[config.mk]
export PLATFORM = sky130hd
export DESIGN_NAME = utf8_secret_line_input_flat
export DESIGN_NICKNAME = d
export VERILOG_FILES = /design/src/hw/rtl/usli_pkg.sv /design/src/hw/rtl/usli_in_if.sv /design/src/hw/rtl/usli_out_if.sv /design/src/hw/rtl/utf8_secret_line_input.sv /design/src/flat_wrapper.sv
export SDC_FILE = /design/constraint.sdc
export NUM_CORES = 1
export LEC_CHECK = 0
export BUFFER_PORTS_ARGS = -buffer_cell sky130_fd_sc_hd__buf_2
export CAP_MARGIN = 20
export CORE_MARGIN = 4
export CORE_UTILIZATION = 60
export CTS_CLUSTER_SIZE = 16
export DETAILED_ROUTE_END_ITERATION = 7
export PLACE_DENSITY = 0.81
export SKIP_CTS_REPAIR_TIMING = 1
export SLEW_MARGIN = 20
export SYNTH_ARGS = -nofsm -noshare
export SYNTH_HDL_FRONTEND = slang
export SYNTH_SLANG_ARGS = --single-unit
[constraint.sdc]
create_clock -name clk -period 8.55 [get_ports clk]
set_input_delay 0.855 -clock clk [delete_from_list [all_inputs] [get_ports clk]]
set_output_delay 0.855 -clock clk [all_outputs]
set_load 0.05 [all_outputs]
[src/hw/rtl/usli_pkg.sv]
`timescale 1ns / 1ps
`default_nettype none

package usli_pkg;

  localparam int MAX_CHARS = 64;
  localparam int COUNT_W   = $clog2(MAX_CHARS + 1);
  localparam int ADDR_W    = $clog2(MAX_CHARS);
  localparam int CP_W      = 21;

  localparam int BYTE_W    = 8;
  localparam int OUTCOME_W = 3;
  localparam int REJ_W     = 2;
  localparam int SHOWN_W   = 7;
  localparam int MODE_W    = 2;
  localparam int MAXLEN_W  = 7;
  localparam int CFG_IDX_W = 1;
  localparam int CFG_W     = 7;

  typedef logic [OUTCOME_W-1:0] outcome_t;
  typedef logic [REJ_W-1:0]     rejection_t;
  typedef logic [MODE_W-1:0]    mode_t;

  localparam outcome_t OUT_NONE    = 3'd0;
  localparam outcome_t OUT_CHANGED = 3'd1;
  localparam outcome_t OUT_REJECT  = 3'd2;
  localparam outcome_t OUT_SUBMIT  = 3'd3;
  localparam outcome_t OUT_CANCEL  = 3'd4;

  localparam rejection_t REJ_NONE    = 2'd0;
  localparam rejection_t REJ_UTF8    = 2'd1;
  localparam rejection_t REJ_CONTROL = 2'd2;
  localparam rejection_t REJ_MAXLEN  = 2'd3;

  localparam mode_t MODE_VISIBLE  = 2'd0;
  localparam mode_t MODE_OBSCURED = 2'd1;
  localparam mode_t MODE_SILENT   = 2'd2;
  localparam mode_t MODE_SPARE    = 2'd3;

  localparam logic [CFG_IDX_W-1:0] CFG_MAX_LENGTH = 1'd0;
  localparam logic [CFG_IDX_W-1:0] CFG_ECHO_MODE  = 1'd1;

  localparam logic [MAXLEN_W-1:0] MAXLEN_RESET = 7'd64;

  localparam logic [7:0] CH_NUL = 8'h00;
  localparam logic [7:0] CH_ETX = 8'h03;
  localparam logic [7:0] CH_EOT = 8'h04;
  localparam logic [7:0] CH_BS  = 8'h08;
  localparam logic [7:0] CH_LF  = 8'h0a;
  localparam logic [7:0] CH_CR  = 8'h0d;
  localparam logic [7:0] CH_NAK = 8'h15;
  localparam logic [7:0] CH_ESC = 8'h1b;
  localparam logic [7:0] CH_DEL = 8'h7f;

  typedef logic [2:0] seq_len_t;

endpackage

`default_nettype wire

[src/hw/rtl/usli_in_if.sv]
`timescale 1ns / 1ps
`default_nettype none

interface usli_in_if;
  logic                       valid;
  logic                       ready;
  logic [usli_pkg::BYTE_W-1:0] in_byte;

  modport source (output valid, output in_byte, input ready);
  modport sink   (input valid, input in_byte, output ready);
endinterface

`default_nettype wire

[src/hw/rtl/usli_out_if.sv]
`timescale 1ns / 1ps
`default_nettype none

interface usli_out_if;
  logic                          valid;
  logic                          ready;
  logic [usli_pkg::OUTCOME_W-1:0] outcome;
  logic [usli_pkg::REJ_W-1:0]     rejection;
  logic [usli_pkg::SHOWN_W-1:0]   shown_count;
  logic [usli_pkg::MODE_W-1:0]    shown_mode;

  modport source (output valid, output outcome, output rejection, output shown_count,
                  output shown_mode, input ready);
  modport sink   (input valid, input outcome, input rejection, input shown_count,
                  input shown_mode, output ready);
endinterface

`default_nettype wire

[src/hw/rtl/utf8_secret_line_input.sv]
// Secret line input: takes raw terminal bytes on in_ch, one request per byte, and
// returns exactly one feedback request on out_ch for each byte taken.
// UTF-8 sequences of 2 to 4 bytes are collected; the byte that completes one is
// decoded strictly and the code point is checked and pushed into the secret store.
// Edit bytes submit, delete, clear or cancel the line.
// Configuration: cfg_we with cfg_index 0 sets max_length, 1 sets echo_mode; write
// only while no feedback is outstanding.
// Feedback is registered and appears in the cycle after the byte is taken.
// Throughput: one byte per cycle unless out_ch stalls. The whole decode, check and
// count update are combinational; the character store is a 64 x 21 synchronous memory
// written at the current count in the cycle the byte is taken.
// Stall: the feedback register holds while out_ch.ready is low; in_ch.ready is high
// whenever that register is empty or being drained in the same cycle.
// Reset (rst, synchronous): empties the line, drops any pending sequence, sets
// max_length to 64 and echo_mode to obscured. The store needs no clearing.
`timescale 1ns / 1ps
`default_nettype none

module utf8_secret_line_input (
  input  wire                                clk,
  input  wire                                rst,
  usli_in_if.sink                            in_ch,
  usli_out_if.source                         out_ch,
  input  wire                                cfg_we,
  input  wire [usli_pkg::CFG_IDX_W-1:0]      cfg_index,
  input  wire [usli_pkg::CFG_W-1:0]          cfg_data
);

  logic [usli_pkg::CP_W-1:0] secret_store [usli_pkg::MAX_CHARS];

  logic [usli_pkg::COUNT_W-1:0]  char_count, char_count_next;
  logic [7:0]                    seq_b0, seq_b0_next;
  logic [7:0]                    seq_b1, seq_b1_next;
  logic [7:0]                    seq_b2, seq_b2_next;
  usli_pkg::seq_len_t            seq_have, seq_have_next;
  usli_pkg::seq_len_t            seq_need, seq_need_next;
  logic [usli_pkg::MAXLEN_W-1:0] max_length;
  usli_pkg::mode_t               echo_mode;

  logic                          out_valid;
  usli_pkg::outcome_t            res_outcome, res_outcome_next;
  usli_pkg::rejection_t          res_rej, res_rej_next;
  logic [usli_pkg::SHOWN_W-1:0]  res_count, res_count_next;
  usli_pkg::mode_t               res_mode, res_mode_next;

  logic                          accept;
  logic [7:0]                    b;
  logic                          push;
  logic [usli_pkg::CP_W-1:0]     push_cp;
  logic                          mem_we;
  logic [usli_pkg::ADDR_W-1:0]   mem_addr;
  logic [usli_pkg::CP_W-1:0]     mem_data;
  logic                          changed;
  logic [usli_pkg::CP_W-1:0]     cp;
  logic                          cp_ok;
  logic [usli_pkg::COUNT_W-1:0]  limit;
  usli_pkg::mode_t               mode_eff;

  function automatic logic unsafe_cp(input logic [usli_pkg::CP_W-1:0] c);
    return c < 21'h20 || (c >= 21'h7f && c <= 21'h9f) || c == 21'h061c ||
           c == 21'h200e || c == 21'h200f || (c >= 21'h202a && c <= 21'h202e) ||
           (c >= 21'h2066 && c <= 21'h2069);
  endfunction

  assign in_ch.ready = !out_valid || out_ch.ready;
  assign accept      = in_ch.valid && in_ch.ready;
  assign b           = in_ch.in_byte;

  assign out_ch.valid       = out_valid;
  assign out_ch.outcome     = res_outcome;
  assign out_ch.rejection   = res_rej;
  assign out_ch.shown_count = res_count;
  assign out_ch.shown_mode  = res_mode;

  assign mode_eff = (echo_mode == usli_pkg::MODE_SPARE) ? usli_pkg::MODE_SILENT : echo_mode;
  assign limit    = (max_length < usli_pkg::COUNT_W'(usli_pkg::MAX_CHARS))
                    ? usli_pkg::COUNT_W'(max_length)
                    : usli_pkg::COUNT_W'(usli_pkg::MAX_CHARS);

  // decode of the sequence completed by the current byte
  always_comb begin
    cp    = '0;
    cp_ok = 1'b0;
    unique case (seq_need)
      3'd2: begin
        cp    = {10'd0, seq_b0[4:0], b[5:0]};
        cp_ok = cp >= 21'h80;
      end
      3'd3: begin
        cp    = {5'd0, seq_b0[3:0], seq_b1[5:0], b[5:0]};
        cp_ok = cp >= 21'h800 && !(cp >= 21'hd800 && cp <= 21'hdfff);
      end
      3'd4: begin
        cp    = {seq_b0[2:0], seq_b1[5:0], seq_b2[5:0], b[5:0]};
        cp_ok = cp >= 21'h10000 && cp <= 21'h10ffff;
      end
      default: begin
        cp    = '0;
        cp_ok = 1'b0;
      end
    endcase
  end

  always_comb begin
    char_count_next  = char_count;
    seq_b0_next      = seq_b0;
    seq_b1_next      = seq_b1;
    seq_b2_next      = seq_b2;
    seq_have_next    = seq_have;
    seq_need_next    = seq_need;
    res_outcome_next = usli_pkg::OUT_NONE;
    res_rej_next     = usli_pkg::REJ_NONE;
    res_count_next   = '0;
    res_mode_next    = '0;
    push             = 1'b0;
    push_cp          = '0;
    changed          = 1'b0;
    mem_we           = 1'b0;
    mem_addr         = char_count[usli_pkg::ADDR_W-1:0];
    mem_data         = '0;

    if (seq_have == 3'd0) begin
      priority if (b == usli_pkg::CH_NUL || b == usli_pkg::CH_CR || b == usli_pkg::CH_LF) begin
        res_outcome_next = usli_pkg::OUT_SUBMIT;
      end else if (b == usli_pkg::CH_BS || b == usli_pkg::CH_DEL) begin
        if (char_count != '0) char_count_next = char_count - 1'b1;
        changed = 1'b1;
      end else if (b == usli_pkg::CH_NAK) begin
        char_count_next = '0;
        changed         = 1'b1;
      end else if (b == usli_pkg::CH_ETX || b == usli_pkg::CH_EOT ||
                   b == usli_pkg::CH_ESC) begin
        char_count_next  = '0;
        seq_b0_next      = '0;
        seq_b1_next      = '0;
        seq_b2_next      = '0;
        seq_have_next    = '0;
        seq_need_next    = '0;
        res_outcome_next = usli_pkg::OUT_CANCEL;
      end else if (b >= 8'h20 && b <= 8'h7e) begin
        push    = 1'b1;
        push_cp = {13'd0, b};
      end else if (b >= 8'hc2 && b <= 8'hf4) begin
        seq_need_next = (b <= 8'hdf) ? 3'd2 : (b <= 8'hef) ? 3'd3 : 3'd4;
        seq_b0_next   = b;
        seq_have_next = 3'd1;
      end else if (b >= 8'h80) begin
        res_outcome_next = usli_pkg::OUT_REJECT;
        res_rej_next     = usli_pkg::REJ_UTF8;
      end else begin
        res_outcome_next = usli_pkg::OUT_REJECT;
        res_rej_next     = usli_pkg::REJ_CONTROL;
      end
    end else begin
      if (b < 8'h80 || b > 8'hbf || seq_have >= seq_need) begin
        seq_b0_next      = '0;
        seq_b1_next      = '0;
        seq_b2_next      = '0;
        seq_have_next    = '0;
        seq_need_next    = '0;
        res_outcome_next = usli_pkg::OUT_REJECT;
        res_rej_next     = usli_pkg::REJ_UTF8;
      end else if (seq_have + 3'd1 != seq_need) begin
        if (seq_have == 3'd1) seq_b1_next = b;
        else                  seq_b2_next = b;
        seq_have_next = seq_have + 3'd1;
      end else begin
        seq_b0_next   = '0;
        seq_b1_next   = '0;
        seq_b2_next   = '0;
        seq_have_next = '0;
        seq_need_next = '0;
        if (cp_ok) begin
          push    = 1'b1;
          push_cp = cp;
        end else begin
          res_outcome_next = usli_pkg::OUT_REJECT;
          res_rej_next     = usli_pkg::REJ_UTF8;
        end
      end
    end

    if (push) begin
      priority if (unsafe_cp(push_cp)) begin
        res_outcome_next = usli_pkg::OUT_REJECT;
        res_rej_next     = usli_pkg::REJ_CONTROL;
      end else if (char_count >= limit) begin
        res_outcome_next = usli_pkg::OUT_REJECT;
        res_rej_next     = usli_pkg::REJ_MAXLEN;
      end else begin
        mem_we          = accept;
        mem_data        = push_cp;
        char_count_next = char_count + 1'b1;
        changed         = 1'b1;
      end
    end

    if (changed) begin
      res_outcome_next = usli_pkg::OUT_CHANGED;
      res_mode_next    = mode_eff;
      res_count_next   = (mode_eff == usli_pkg::MODE_SILENT)
                         ? '0 : usli_pkg::SHOWN_W'(char_count_next);
    end
  end

  always_ff @(posedge clk) begin
    if (mem_we) begin
      secret_store[mem_addr] <= mem_data;
    end
  end

  always_ff @(posedge clk) begin
    if (rst) begin
      char_count <= '0;
      seq_have   <= '0;
      seq_need   <= '0;
      seq_b0     <= '0;
      seq_b1     <= '0;
      seq_b2     <= '0;
      max_length <= usli_pkg::MAXLEN_RESET;
      echo_mode  <= usli_pkg::MODE_OBSCURED;
      out_valid  <= 1'b0;
    end else begin
      if (cfg_we) begin
        unique case (cfg_index)
          usli_pkg::CFG_MAX_LENGTH: max_length <= cfg_data[usli_pkg::MAXLEN_W-1:0];
          usli_pkg::CFG_ECHO_MODE:  echo_mode  <= cfg_data[usli_pkg::MODE_W-1:0];
          default: ;
        endcase
      end
      if (accept) begin
        char_count <= char_count_next;
        seq_have   <= seq_have_next;
        seq_need   <= seq_need_next;
        seq_b0     <= seq_b0_next;
        seq_b1     <= seq_b1_next;
        seq_b2     <= seq_b2_next;
        out_valid  <= 1'b1;
      end else if (out_ch.ready) begin
        out_valid  <= 1'b0;
      end
    end
  end

  always_ff @(posedge clk) begin
    if (accept) begin
      res_outcome <= res_outcome_next;
      res_rej     <= res_rej_next;
      res_count   <= res_count_next;
      res_mode    <= res_mode_next;
    end
  end

endmodule

`default_nettype wire

[src/flat_wrapper.sv]
// flat-port wrapper written by rule: the top's interface ports become plain ports
module utf8_secret_line_input_flat 
  (clk, rst, cfg_we, cfg_index, cfg_data, in_ch_valid, in_ch_in_byte, in_ch_ready, out_ch_valid, out_ch_outcome, out_ch_rejection, out_ch_shown_count, out_ch_shown_mode, out_ch_ready);
  usli_in_if in_ch_i ();
  usli_out_if out_ch_i ();
  input  wire clk;
  input  wire rst;
  input  wire cfg_we;
  input  wire [usli_pkg::CFG_IDX_W-1:0] cfg_index;
  input  wire [usli_pkg::CFG_W-1:0] cfg_data;
  input wire logic [$bits(in_ch_i.valid)-1:0] in_ch_valid;
  input wire logic [$bits(in_ch_i.in_byte)-1:0] in_ch_in_byte;
  output wire logic [$bits(in_ch_i.ready)-1:0] in_ch_ready;
  output wire logic [$bits(out_ch_i.valid)-1:0] out_ch_valid;
  output wire logic [$bits(out_ch_i.outcome)-1:0] out_ch_outcome;
  output wire logic [$bits(out_ch_i.rejection)-1:0] out_ch_rejection;
  output wire logic [$bits(out_ch_i.shown_count)-1:0] out_ch_shown_count;
  output wire logic [$bits(out_ch_i.shown_mode)-1:0] out_ch_shown_mode;
  input wire logic [$bits(out_ch_i.ready)-1:0] out_ch_ready;
  assign in_ch_i.valid = in_ch_valid;
  assign in_ch_i.in_byte = in_ch_in_byte;
  assign in_ch_ready = in_ch_i.ready;
  assign out_ch_valid = out_ch_i.valid;
  assign out_ch_outcome = out_ch_i.outcome;
  assign out_ch_rejection = out_ch_i.rejection;
  assign out_ch_shown_count = out_ch_i.shown_count;
  assign out_ch_shown_mode = out_ch_i.shown_mode;
  assign out_ch_i.ready = out_ch_ready;
  utf8_secret_line_input u_core (.clk(clk), .rst(rst), .in_ch(in_ch_i), .out_ch(out_ch_i), .cfg_we(cfg_we), .cfg_index(cfg_index), .cfg_data(cfg_data));
endmodule
## Yosys cells after proc, flatten, opt, wreduce, memory -nomap -nowiden

Index checks and enable logic that the tools add are counted.

| cells by class | value |
|---|---|
| add/subtract/negate cells | 3 |
| reductions and logical operators | 36 |
| bitwise gates (word level) | 2 |
| muxes and demuxes | 108 |
| order comparisons | 25 |
| eq/ne operators | 27 |

Operators by type and width:

| kind | count |
|---|---|
| $mux 21 | 8 |
| $mux 3 | 31 |
| $mux 6 | 12 |
| $mux 7 | 10 |
| $pmux 21 s3 | 1 |
| $mux 5 | 9 |
| $eq 21x14->1 const B | 2 |
| $ge 21x14->1 const B | 2 |
| $le 21x14->1 const B | 2 |
| $mux 2 | 16 |
| $eq 8x4->1 const B | 3 |
| $le 8x8->1 const B | 3 |
| $eq 21x11->1 const B | 1 |
| $ge 21x17->1 const B | 1 |
| $ge 21x7->1 const B | 1 |
| $le 21x21->1 const B | 1 |
| $le 21x8->1 const B | 1 |
| $lt 21x6->1 const B | 1 |
| $mux 1 | 19 |
| $reduce_and 6->1 | 3 |
| $eq 8x5->1 const B | 2 |
| $ge 16x12->1 const B | 1 |
| $ge 16x16->1 const B | 1 |
| $ge 8x8->1 const B | 2 |
| 37 further kinds | 68 |

| word-level totals | value |
|---|---|
| word-level logic and storage cells | 214 |
| register bits | 54 |
| bits of input ports | 21 |
| output and inout bits | 16 |

## Logic depth before layout (Yosys ltp)

Gate-level depths: netlist of run 1.

| logic depth | value |
|---|---|
| depth after elaboration | 21 |
| gate-level depth with buffers | 14 |
| depth with buffers taken out | 11 |

## Worst setup path before layout of run 1

OpenSTA, ideal clock, no wires.

| timing path | value |
|---|---|
| kind | input to register |
| start | input in_ch_in_byte[5] |
| end | register u_core.res_count (netlist bit u_core.out_ch.shown_count[6]) (data pin) |
| stages on the path | 10 |
| path slack | 5.438 ns |
| path buffers | 2 |
| data required time | 8.392 ns |
| arrival | 2.954 ns |
| setup time | 0.158 ns |
| cells stage by stage | buf_2 -> nor3_1 -> and3_1 -> o21ai_1 -> or3_1 -> buf_2 -> nand2b_4 -> or3_1 -> a21o_1 -> a211oi_2 |

| on the way | value |
|---|---|
| cells in the longest elaborated chain, start to end | 21 |
| elaborated cells on any way between the ends | 87 |
| those cells by class | order compare: 17; eq/ne: 11; mux: 35; bitwise: 1; reduce/logical: 23 |

RTL lines:

| what | line | RTL |
|---|---|---|
| start, declared | flat_wrapper.sv:12 | `input wire logic [$bits(in_ch_i.in_byte)-1:0] in_ch_in_byte;` |
| $ge 16x16->1 or $le 16x16->1 (tied branches) | utf8_secret_line_input.sv:91 | `cp_ok = cp >= 21'h800 && !(cp >= 21'hd800 && cp <= 21'hdfff);` |
| $logic_and 1x1->1 | utf8_secret_line_input.sv:91 |  |
| $logic_not 1->1 | utf8_secret_line_input.sv:91 |  |
| $logic_and 1x1->1 | utf8_secret_line_input.sv:91 |  |
| $pmux 1 s3 | utf8_secret_line_input.sv:84 | `unique case (seq_need)` |
| $mux 21 | utf8_secret_line_input.sv:173 | `if (cp_ok) begin` |
| $mux 21 | utf8_secret_line_input.sv:163 | `end else if (seq_have + 3'd1 != seq_need) begin` |
| $mux 21 | utf8_secret_line_input.sv:155 | `if (b < 8'h80 \|\| b > 8'hbf \|\| seq_have >= seq_need) begin` |
| $mux 21 | utf8_secret_line_input.sv:122 | `if (seq_have == 3'd0) begin` |
| $ge 21x7->1 or $le 21x8->1 (tied branches) | utf8_secret_line_input.sv:60 | `return c < 21'h20 \|\| (c >= 21'h7f && c <= 21'h9f) \|\| c == 21'h061c \|\|` |
| $logic_and 1x1->1 | utf8_secret_line_input.sv:60 |  |
| $logic_or 1x1->1 (3 in a row) | utf8_secret_line_input.sv:60 |  |
| $logic_or 1x1->1 (3 in a row) | utf8_secret_line_input.sv:61 | `c == 21'h200e \|\| c == 21'h200f \|\| (c >= 21'h202a && c <= 21'h202e) \|\|` |
| $mux 1 | utf8_secret_line_input.sv:184 | `priority if (unsafe_cp(push_cp)) begin` |
| $mux 1 | utf8_secret_line_input.sv:183 | `if (push) begin` |
| $not 1->1 (no source line) | -- |  |
| $reduce_or 2->1 (no source line) | -- |  |
| end signal, assigned | utf8_secret_line_input.sv:249 | `res_count <= res_count_next;` |
| end, declared | utf8_secret_line_input.sv:43 | `logic [usli_pkg::SHOWN_W-1:0] res_count, res_count_next;` |

Parallel ways exist; a longest one is shown, timed or not.
A chain may end at the register's enable or synchronous reset.

## Worst setup path after layout of run 1

| timing path | value |
|---|---|
| start | register u_core.seq_need[0] |
| end | register u_core.seq_b2[2] |

| on the way | value |
|---|---|
| cells in the longest elaborated chain, start to end | 4 |
| elaborated cells on any way between the ends | 8 |
| those cells by class | order compare: 1; eq/ne: 2; mux: 3; reduce/logical: 2 |

RTL lines:

| what | line | RTL |
|---|---|---|
| start, declared | utf8_secret_line_input.sv:36 | `usli_pkg::seq_len_t seq_need, seq_need_next;` |
| start signal, assigned | utf8_secret_line_input.sv:234 | `seq_need <= seq_need_next;` |
| $ge 3x3->1 or $ne 3x3->1 (tied branches) | utf8_secret_line_input.sv:155, utf8_secret_line_input.sv:163 |  |
| $logic_or 1x1->1 or $mux 6 (tied branches) | utf8_secret_line_input.sv:155, utf8_secret_line_input.sv:163 |  |
| $ne 4x2->1 (no source line) or $mux 6 (tied branches) | -- |  |
| $reduce_and 6->1 (no source line) or $mux 6 (tied branches) | -- |  |
| end signal, assigned | utf8_secret_line_input.sv:237 | `seq_b2 <= seq_b2_next;` |
| end, declared | utf8_secret_line_input.sv:34 | `logic [7:0] seq_b2, seq_b2_next;` |

Parallel ways exist; a longest one is shown, timed or not.

==> flow_metrics.env, run 1 <==
export IMPL_routedWlPerCell_um=17.2
export IMPL_synth_main_ff_cell="dfxtp_1"
export IMPL_rr_worst_depth=9
export IMPL_ys_warn_count=0
export IMPL_worst_clock_skew_ps=9.78
export IMPL_max_clock_freq_mhz=281
export IMPL_grt_pass1_wl_mm=15.5
export IMPL_grt_busiest_layer="met2"
export IMPL_timing_rr_start="u_core.seq_need[0]$_SDFFE_PP0P_"
export IMPL_tns_ps=0
export IMPL_drt_iter0_drc=383
export IMPL_overflow=0
export IMPL_rsz0062_at_grt="no"
export IMPL_dieArea_mm2=0.00767
export IMPL_grt_use_met3_pct=6.11
export IMPL_worstPathMaxFanout=15
export IMPL_critPathLaunch="u_core.seq_need[0]$_SDFFE_PP0P_"
export IMPL_num_nets_final=504
export IMPL_cts_root_buf="clkbuf_8"
export IMPL_place_area_mm2=0.00391
export IMPL_cts_clk_slew_worst_paths_ps=100
export IMPL_place_hpwl_mm=6.87
export IMPL_design_area_mm2=0.00401
export IMPL_drt_total_wl_mm=9.36
export IMPL_grt_max_degree=41
export IMPL_cp_arrival_ps=3730
export IMPL_synth_seq_area_share_pct=32.1
export IMPL_routed_via_density=6.42
export IMPL_die_w_um=87.6
export IMPL_core_rowCount=28
export IMPL_drcViolationCount=0
export IMPL_io_buffer_count=36
export IMPL_syn_nets=487
export IMPL_cts_htree_levels=2
export IMPL_synth_edf_count=14
export IMPL_grt_pass1_vias=3176
export IMPL_tightestPinTransition_ps=970
export IMPL_grtUsageTotal_pct=25.7
export IMPL_antenna_found_initial=0
export IMPL_synth_cell_types=81
export IMPL_area_delta_synth_final_pct=5.50
export IMPL_hold_viol=0
export IMPL_ant_nets=0
export IMPL_dr_pass1_iters=5
export IMPL_outcome="complete, no violations"
export IMPL_synth_area_mm2=0.00380
export IMPL_final_common_cell="nor2_1"
export IMPL_drive_above_1_share_pct=14.1
export IMPL_endpoint_kind="flop"
export IMPL_use_met1_pct=37.3
export IMPL_vdd_ir_drop_max_mv=0.0953
export IMPL_setup_worst_path_class="reg -> reg"
export IMPL_crit_path_end="u_core.seq_b2[2]$_SDFFE_PP0P_"
export IMPL_r2r_slack_ps=4990
export IMPL_num_vias=3488
export IMPL_synthCells=450
export IMPL_ios=37
export IMPL_cts_tree="done"
export IMPL_required_ps=8720
export IMPL_async_reset_ff_share_pct=0
export IMPL_slew_headroom_pct=34.8
export IMPL_start_kind="flop"
export IMPL_synth_avg_cell_area_um2=8.45
export IMPL_clock_latency_ps=310
export IMPL_ys_ff_latch=54
export IMPL_p_leak_nw=1.63
export IMPL_fin_crit_ps=3560
export IMPL_numCtsBuffers=5
export IMPL_start_util_pct=63.1
export IMPL_grt_util_met2_pct=37.8
export IMPL_p_per_area_mw_per_mm2=136
export IMPL_min_period_over_period_pct=41.7
export IMPL_maxSlewViolCount=0
export IMPL_final_cell_mix="45 x nor2_1, 40 x nand2_1, 40 x dfxtp_1"
export IMPL_hold_class="reg -> reg"
export IMPL_finalSetupViolCount=0
export IMPL_insertedDiodeCount=0
export IMPL_drv_cap=0
export IMPL_gp_congestion=0.995
export IMPL_die_y_um=87.6
export IMPL_regToRegEndpoint="u_core.seq_b2[2]$_SDFFE_PP0P_"
export IMPL_coreArea_mm2=0.00603
export IMPL_cts_sinks=54
export IMPL_clk_path_buf_depth=2
## layout make-up
cell class | count | area (µm²)
repair buffers | 36 | 180
flip-flops and latches | 54 | 1220
multi-input cells | 352 | 2340
well taps | 75 | 93.8
clock buffers | 8 | 105
fillers | 512 | 2020
inverters | 18 | 67.6
## per-layer routing
metal / routed length [µm] / vias to the layer above
met5: 0 / -
met1: 4250 / 1577
met2: 3920 / 204
met4: 154 / 0
met3: 1030 / 19
li1: - / 1688
## report_power, final
| group | switching [mW] | internal [mW] |
|---|---|---|
| Sequential | 0.00745 | 0.272 |
| Clock | 0.0844 | 0.0793 |
| Combinational | 0.0705 | 0.0307 |
| Total | 0.162 | 0.382 |
## sequential cells by signal, indices dropped and copies added, names as in the netlist
name                       count
u_core.char_count              7
u_core.echo_mode               2
u_core.max_length              7
u_core.out_ch.outcome          3
u_core.out_ch.rejection        2
u_core.out_ch.shown_count      7
u_core.out_ch.shown_mode       2
u_core.out_ch.valid            1
u_core.seq_b0                  5
u_core.seq_b1                  6
u_core.seq_b2                  6
u_core.seq_have                3
u_core.seq_need                3
## critical path, stage by stage (launching register included)
cell and delay (ps):
dfxtp_1 730, ha_1 350, nand2b_1 140, a21oi_1 160
nor2b_1 110, or3_1 400, nor3_1 760, a211o_1 480
mux2i_1 230, nor2_1 50
## Yosys cell counts, types with 4 or more instances
cell	n	area, µm²
a211o_1	4	35.0
a211oi_1	5	37.5
a21o_1	5	37.5
a21oi_1	29	145
and2_1	8	50.1
and3_1	6	37.5
buf_2	5	25.0
buf_6	5	56.3
clkbuf_1	11	41.3
dfxtp_1	40	801
edfxtp_1	14	420
ha_1	16	200
inv_1	17	63.8
mux2i_1	23	230
nand2_1	40	150
nand2b_1	6	37.5
nand3_1	18	90.1
nand3b_1	4	30.0
nand4_1	6	37.5
nor2_1	45	169
nor2b_1	9	56.3
nor3_1	22	110
nor4_1	5	31.3
o21ai_0	17	85.1
or3_1	7	43.8
xor2_1	4	35.0
## worst min path at each step
stage                                            from                                end  slack (ps)  cells after the start
floorplan            u_core.echo_mode[0]$_SDFFE_PP1P_   u_core.echo_mode[0]$_SDFFE_PP1P_         430                      1
global placement        u_core.seq_b0[4]$_SDFFE_PP0P_      u_core.seq_b0[4]$_SDFFE_PP0P_         470                      2
detailed placement  u_core.max_length[0]$_SDFFE_PP0P_  u_core.max_length[0]$_SDFFE_PP0P_         480                      2
CTS                     u_core.seq_b0[4]$_SDFFE_PP0P_      u_core.seq_b0[4]$_SDFFE_PP0P_         490                      2
global route            u_core.seq_b0[4]$_SDFFE_PP0P_      u_core.seq_b0[4]$_SDFFE_PP0P_         530                      2
finish                  u_core.seq_b0[4]$_SDFFE_PP0P_      u_core.seq_b0[4]$_SDFFE_PP0P_         490                      2
## metrics by stage
| stage | util (%) | hold WS (ps) | total power, mW | cells | worst slack, ps |
|---|---|---|---|---|---|
| 2_1_floorplan | - | 427 | 0.362 | 450 | 5440 |
| 3_3_place_gp | 64.8 | 470 | 0.383 | 535 | 5080 |
| 3_5_place_dp | 64.8 | 479 | 0.385 | 535 | 4980 |
| 4_1_cts | 66.5 | 492 | 0.545 | 543 | 5030 |
| 5_1_grt | 66.5 | 532 | 0.570 | 543 | 4790 |
| 6_report | 66.5 | 494 | 0.544 | 543 | 4990 |
## cell families after synthesis
kind of cell / after synthesis / share of synthesized area (%)
AO/OA/AOI/OAI: 98 / 18.0
XOR/XNOR: 8 / 2.24
adder cells (fa/ha/maj): 16 / 5.27
buffers and inverters: 44 / 6.25
flip-flops: 54 / 32.1
multiplexers: 24 / 6.45
AND/OR/NAND/NOR: 206 / 29.6
Power figures use the tool's default switching activity.
==> run 2: changes to the inputs <==
==> constraint.sdc (replaced) <==
create_clock -name clk -period 3.7 [get_ports clk]
set_input_delay 0.37 -clock clk [delete_from_list [all_inputs] [get_ports clk]]
set_output_delay 0.37 -clock clk [all_outputs]
set_load 0.05 [all_outputs]
==> run 2 against run 1 <==
Compared with the run above:
- die area is the same
- register-to-register slack lost 4600 ps
- worst hold slack lost 220 ps
- combinational power grew 140%
- sequential share of layout area shrank 0.27 points
- sequential cell count is the same
- highest routed layer unchanged
==> flow_metrics.env, run 2 (synthesis gave the netlist of run 1 again) <==
export IMPL_outcome="complete, no violations"
export IMPL_antenna_found_initial=0
export IMPL_hold_viol=0
export IMPL_worst_clock_skew_ps=11.1
export IMPL_num_vias=3547
export IMPL_grt_pass1_vias=3164
export IMPL_area_delta_synth_final_pct=6.45
export IMPL_cts_tree="done"
export IMPL_cts_clk_slew_worst_paths_ps=90
export IMPL_drt_total_wl_mm=9.56
export IMPL_max_clock_freq_mhz=299
export IMPL_setup_worst_path_class="reg -> reg"
export IMPL_cts_root_buf="clkbuf_8"
export IMPL_routedWlPerCell_um=17.4
export IMPL_cts_sinks=54
export IMPL_p_leak_nw=1.66
export IMPL_grt_busiest_layer="met1"
export IMPL_min_period_over_period_pct=90.4
export IMPL_grtUsageTotal_pct=25.7
export IMPL_grt_max_degree=41
export IMPL_insertedDiodeCount=0
export IMPL_tightestPinTransition_ps=779
export IMPL_routed_via_density=6.46
export IMPL_grt_util_met2_pct=37.2
export IMPL_ant_nets=0
export IMPL_tns_ps=0
export IMPL_die_y_um=87.6
export IMPL_start_util_pct=63.1
export IMPL_die_w_um=87.6
export IMPL_numCtsBuffers=5
export IMPL_drcViolationCount=0
export IMPL_num_nets_final=510
export IMPL_drive_above_1_share_pct=15.4
export IMPL_grt_pass1_wl_mm=15.7
export IMPL_drt_iter0_drc=372
export IMPL_maxSlewViolCount=0
export IMPL_grt_use_met3_pct=5.83
export IMPL_gp_congestion=0.935
export IMPL_start_kind="flop"
export IMPL_io_buffer_count=36
export IMPL_cts_htree_levels=2
export IMPL_endpoint_kind="flop"
export IMPL_required_ps=3860
export IMPL_p_per_area_mw_per_mm2=308
export IMPL_layout_cells_non_filler=549
export IMPL_vdd_ir_drop_max_mv=0.172
export IMPL_overflow=0
export IMPL_final_common_cell="nor2_1"
export IMPL_clk_path_buf_depth=2
export IMPL_dp_cells=541
export IMPL_hold_class="in -> reg"
export IMPL_rsz0062_at_grt="no"
export IMPL_worstPathMaxFanout=15
export IMPL_dieArea_mm2=0.00767
export IMPL_use_met1_pct=38.9
export IMPL_finalSetupViolCount=0
export IMPL_cp_arrival_ps=3500
export IMPL_core_rowCount=28
export IMPL_final_cell_mix="45 x nor2_1, 40 x nand2_1, 40 x dfxtp_1"
export IMPL_clock_latency_ps=310
export IMPL_place_hpwl_mm=7.19
export IMPL_drv_cap=0
export IMPL_dr_pass1_iters=5
export IMPL_fin_crit_ps=3340
export IMPL_coreArea_mm2=0.00603
export IMPL_ios=37
export IMPL_slew_headroom_pct=48.1
==> run 2: final timing paths <==
check | startpoint | endpoint | slack, ps | cells past startpoint
setup reg to reg | u_core.seq_need[0]$_SDFFE_PP0P_ | u_core.char_count[0]$_SDFFE_PP0P_ | 360 | 9
hold reg to reg | u_core.echo_mode[0]$_SDFFE_PP1P_ | u_core.echo_mode[0]$_SDFFE_PP1P_ | 500 | 1
setup / recovery | u_core.seq_need[0]$_SDFFE_PP0P_ | u_core.char_count[0]$_SDFFE_PP0P_ | 360 | 9
hold / removal | cfg_data[6] | u_core.max_length[6]$_SDFFE_PP1P_ | 270 | 2
==> run 2: where the power goes <==
part	total [mW]	internal (mW)	switching, mW
combinational	0.239	0.0736	0.166
sequential	0.645	0.629	0.0166
clock	0.360	0.158	0.202
total	1.24	0.860	0.385
==> run 2: critical path, cell delays in order, from the launching register on <==
cell and delay [ps]:
dfxtp_1 740, ha_1 350, nor3_1 400, nand2_1 160
nor3_4 250, o2111ai_1 150, and4_1 360, and2_1 310
nor3_1 380, a2111oi_2 90
==> run 2: metrics by stage <==
stage	area (µm²)	total power, mW	util, %	hold WS [ps]	setup slack, ps
4_1_cts	4050	1.25	67.2	265	438
5_1_grt	4050	1.29	67.2	269	171
3_3_place_gp	3950	0.891	65.6	473	482
2_1_floorplan	3800	0.836	-	427	984
6_report	4050	1.24	67.2	271	357
3_5_place_dp	3950	0.895	65.6	472	447
==> run 2: routing by layer <==
layer / vias to the layer above / part of all wire, %
met5: - / 0
met4: 0 / 1.0
met3: 12 / 11
met2: 203 / 42
met1: 1636 / 46
li1: 1696 / -
==> run 2: layout make-up <==
class | count | area (µm²)
sequential | 54 | 1220
clock buffer | 7 | 87.6
inverter | 18 | 67.6
timing repair buffer | 42 | 225
multi-input combinational | 352 | 2340
tap | 75 | 93.8
clock inverter | 1 | 8.76
fill | 509 | 1980
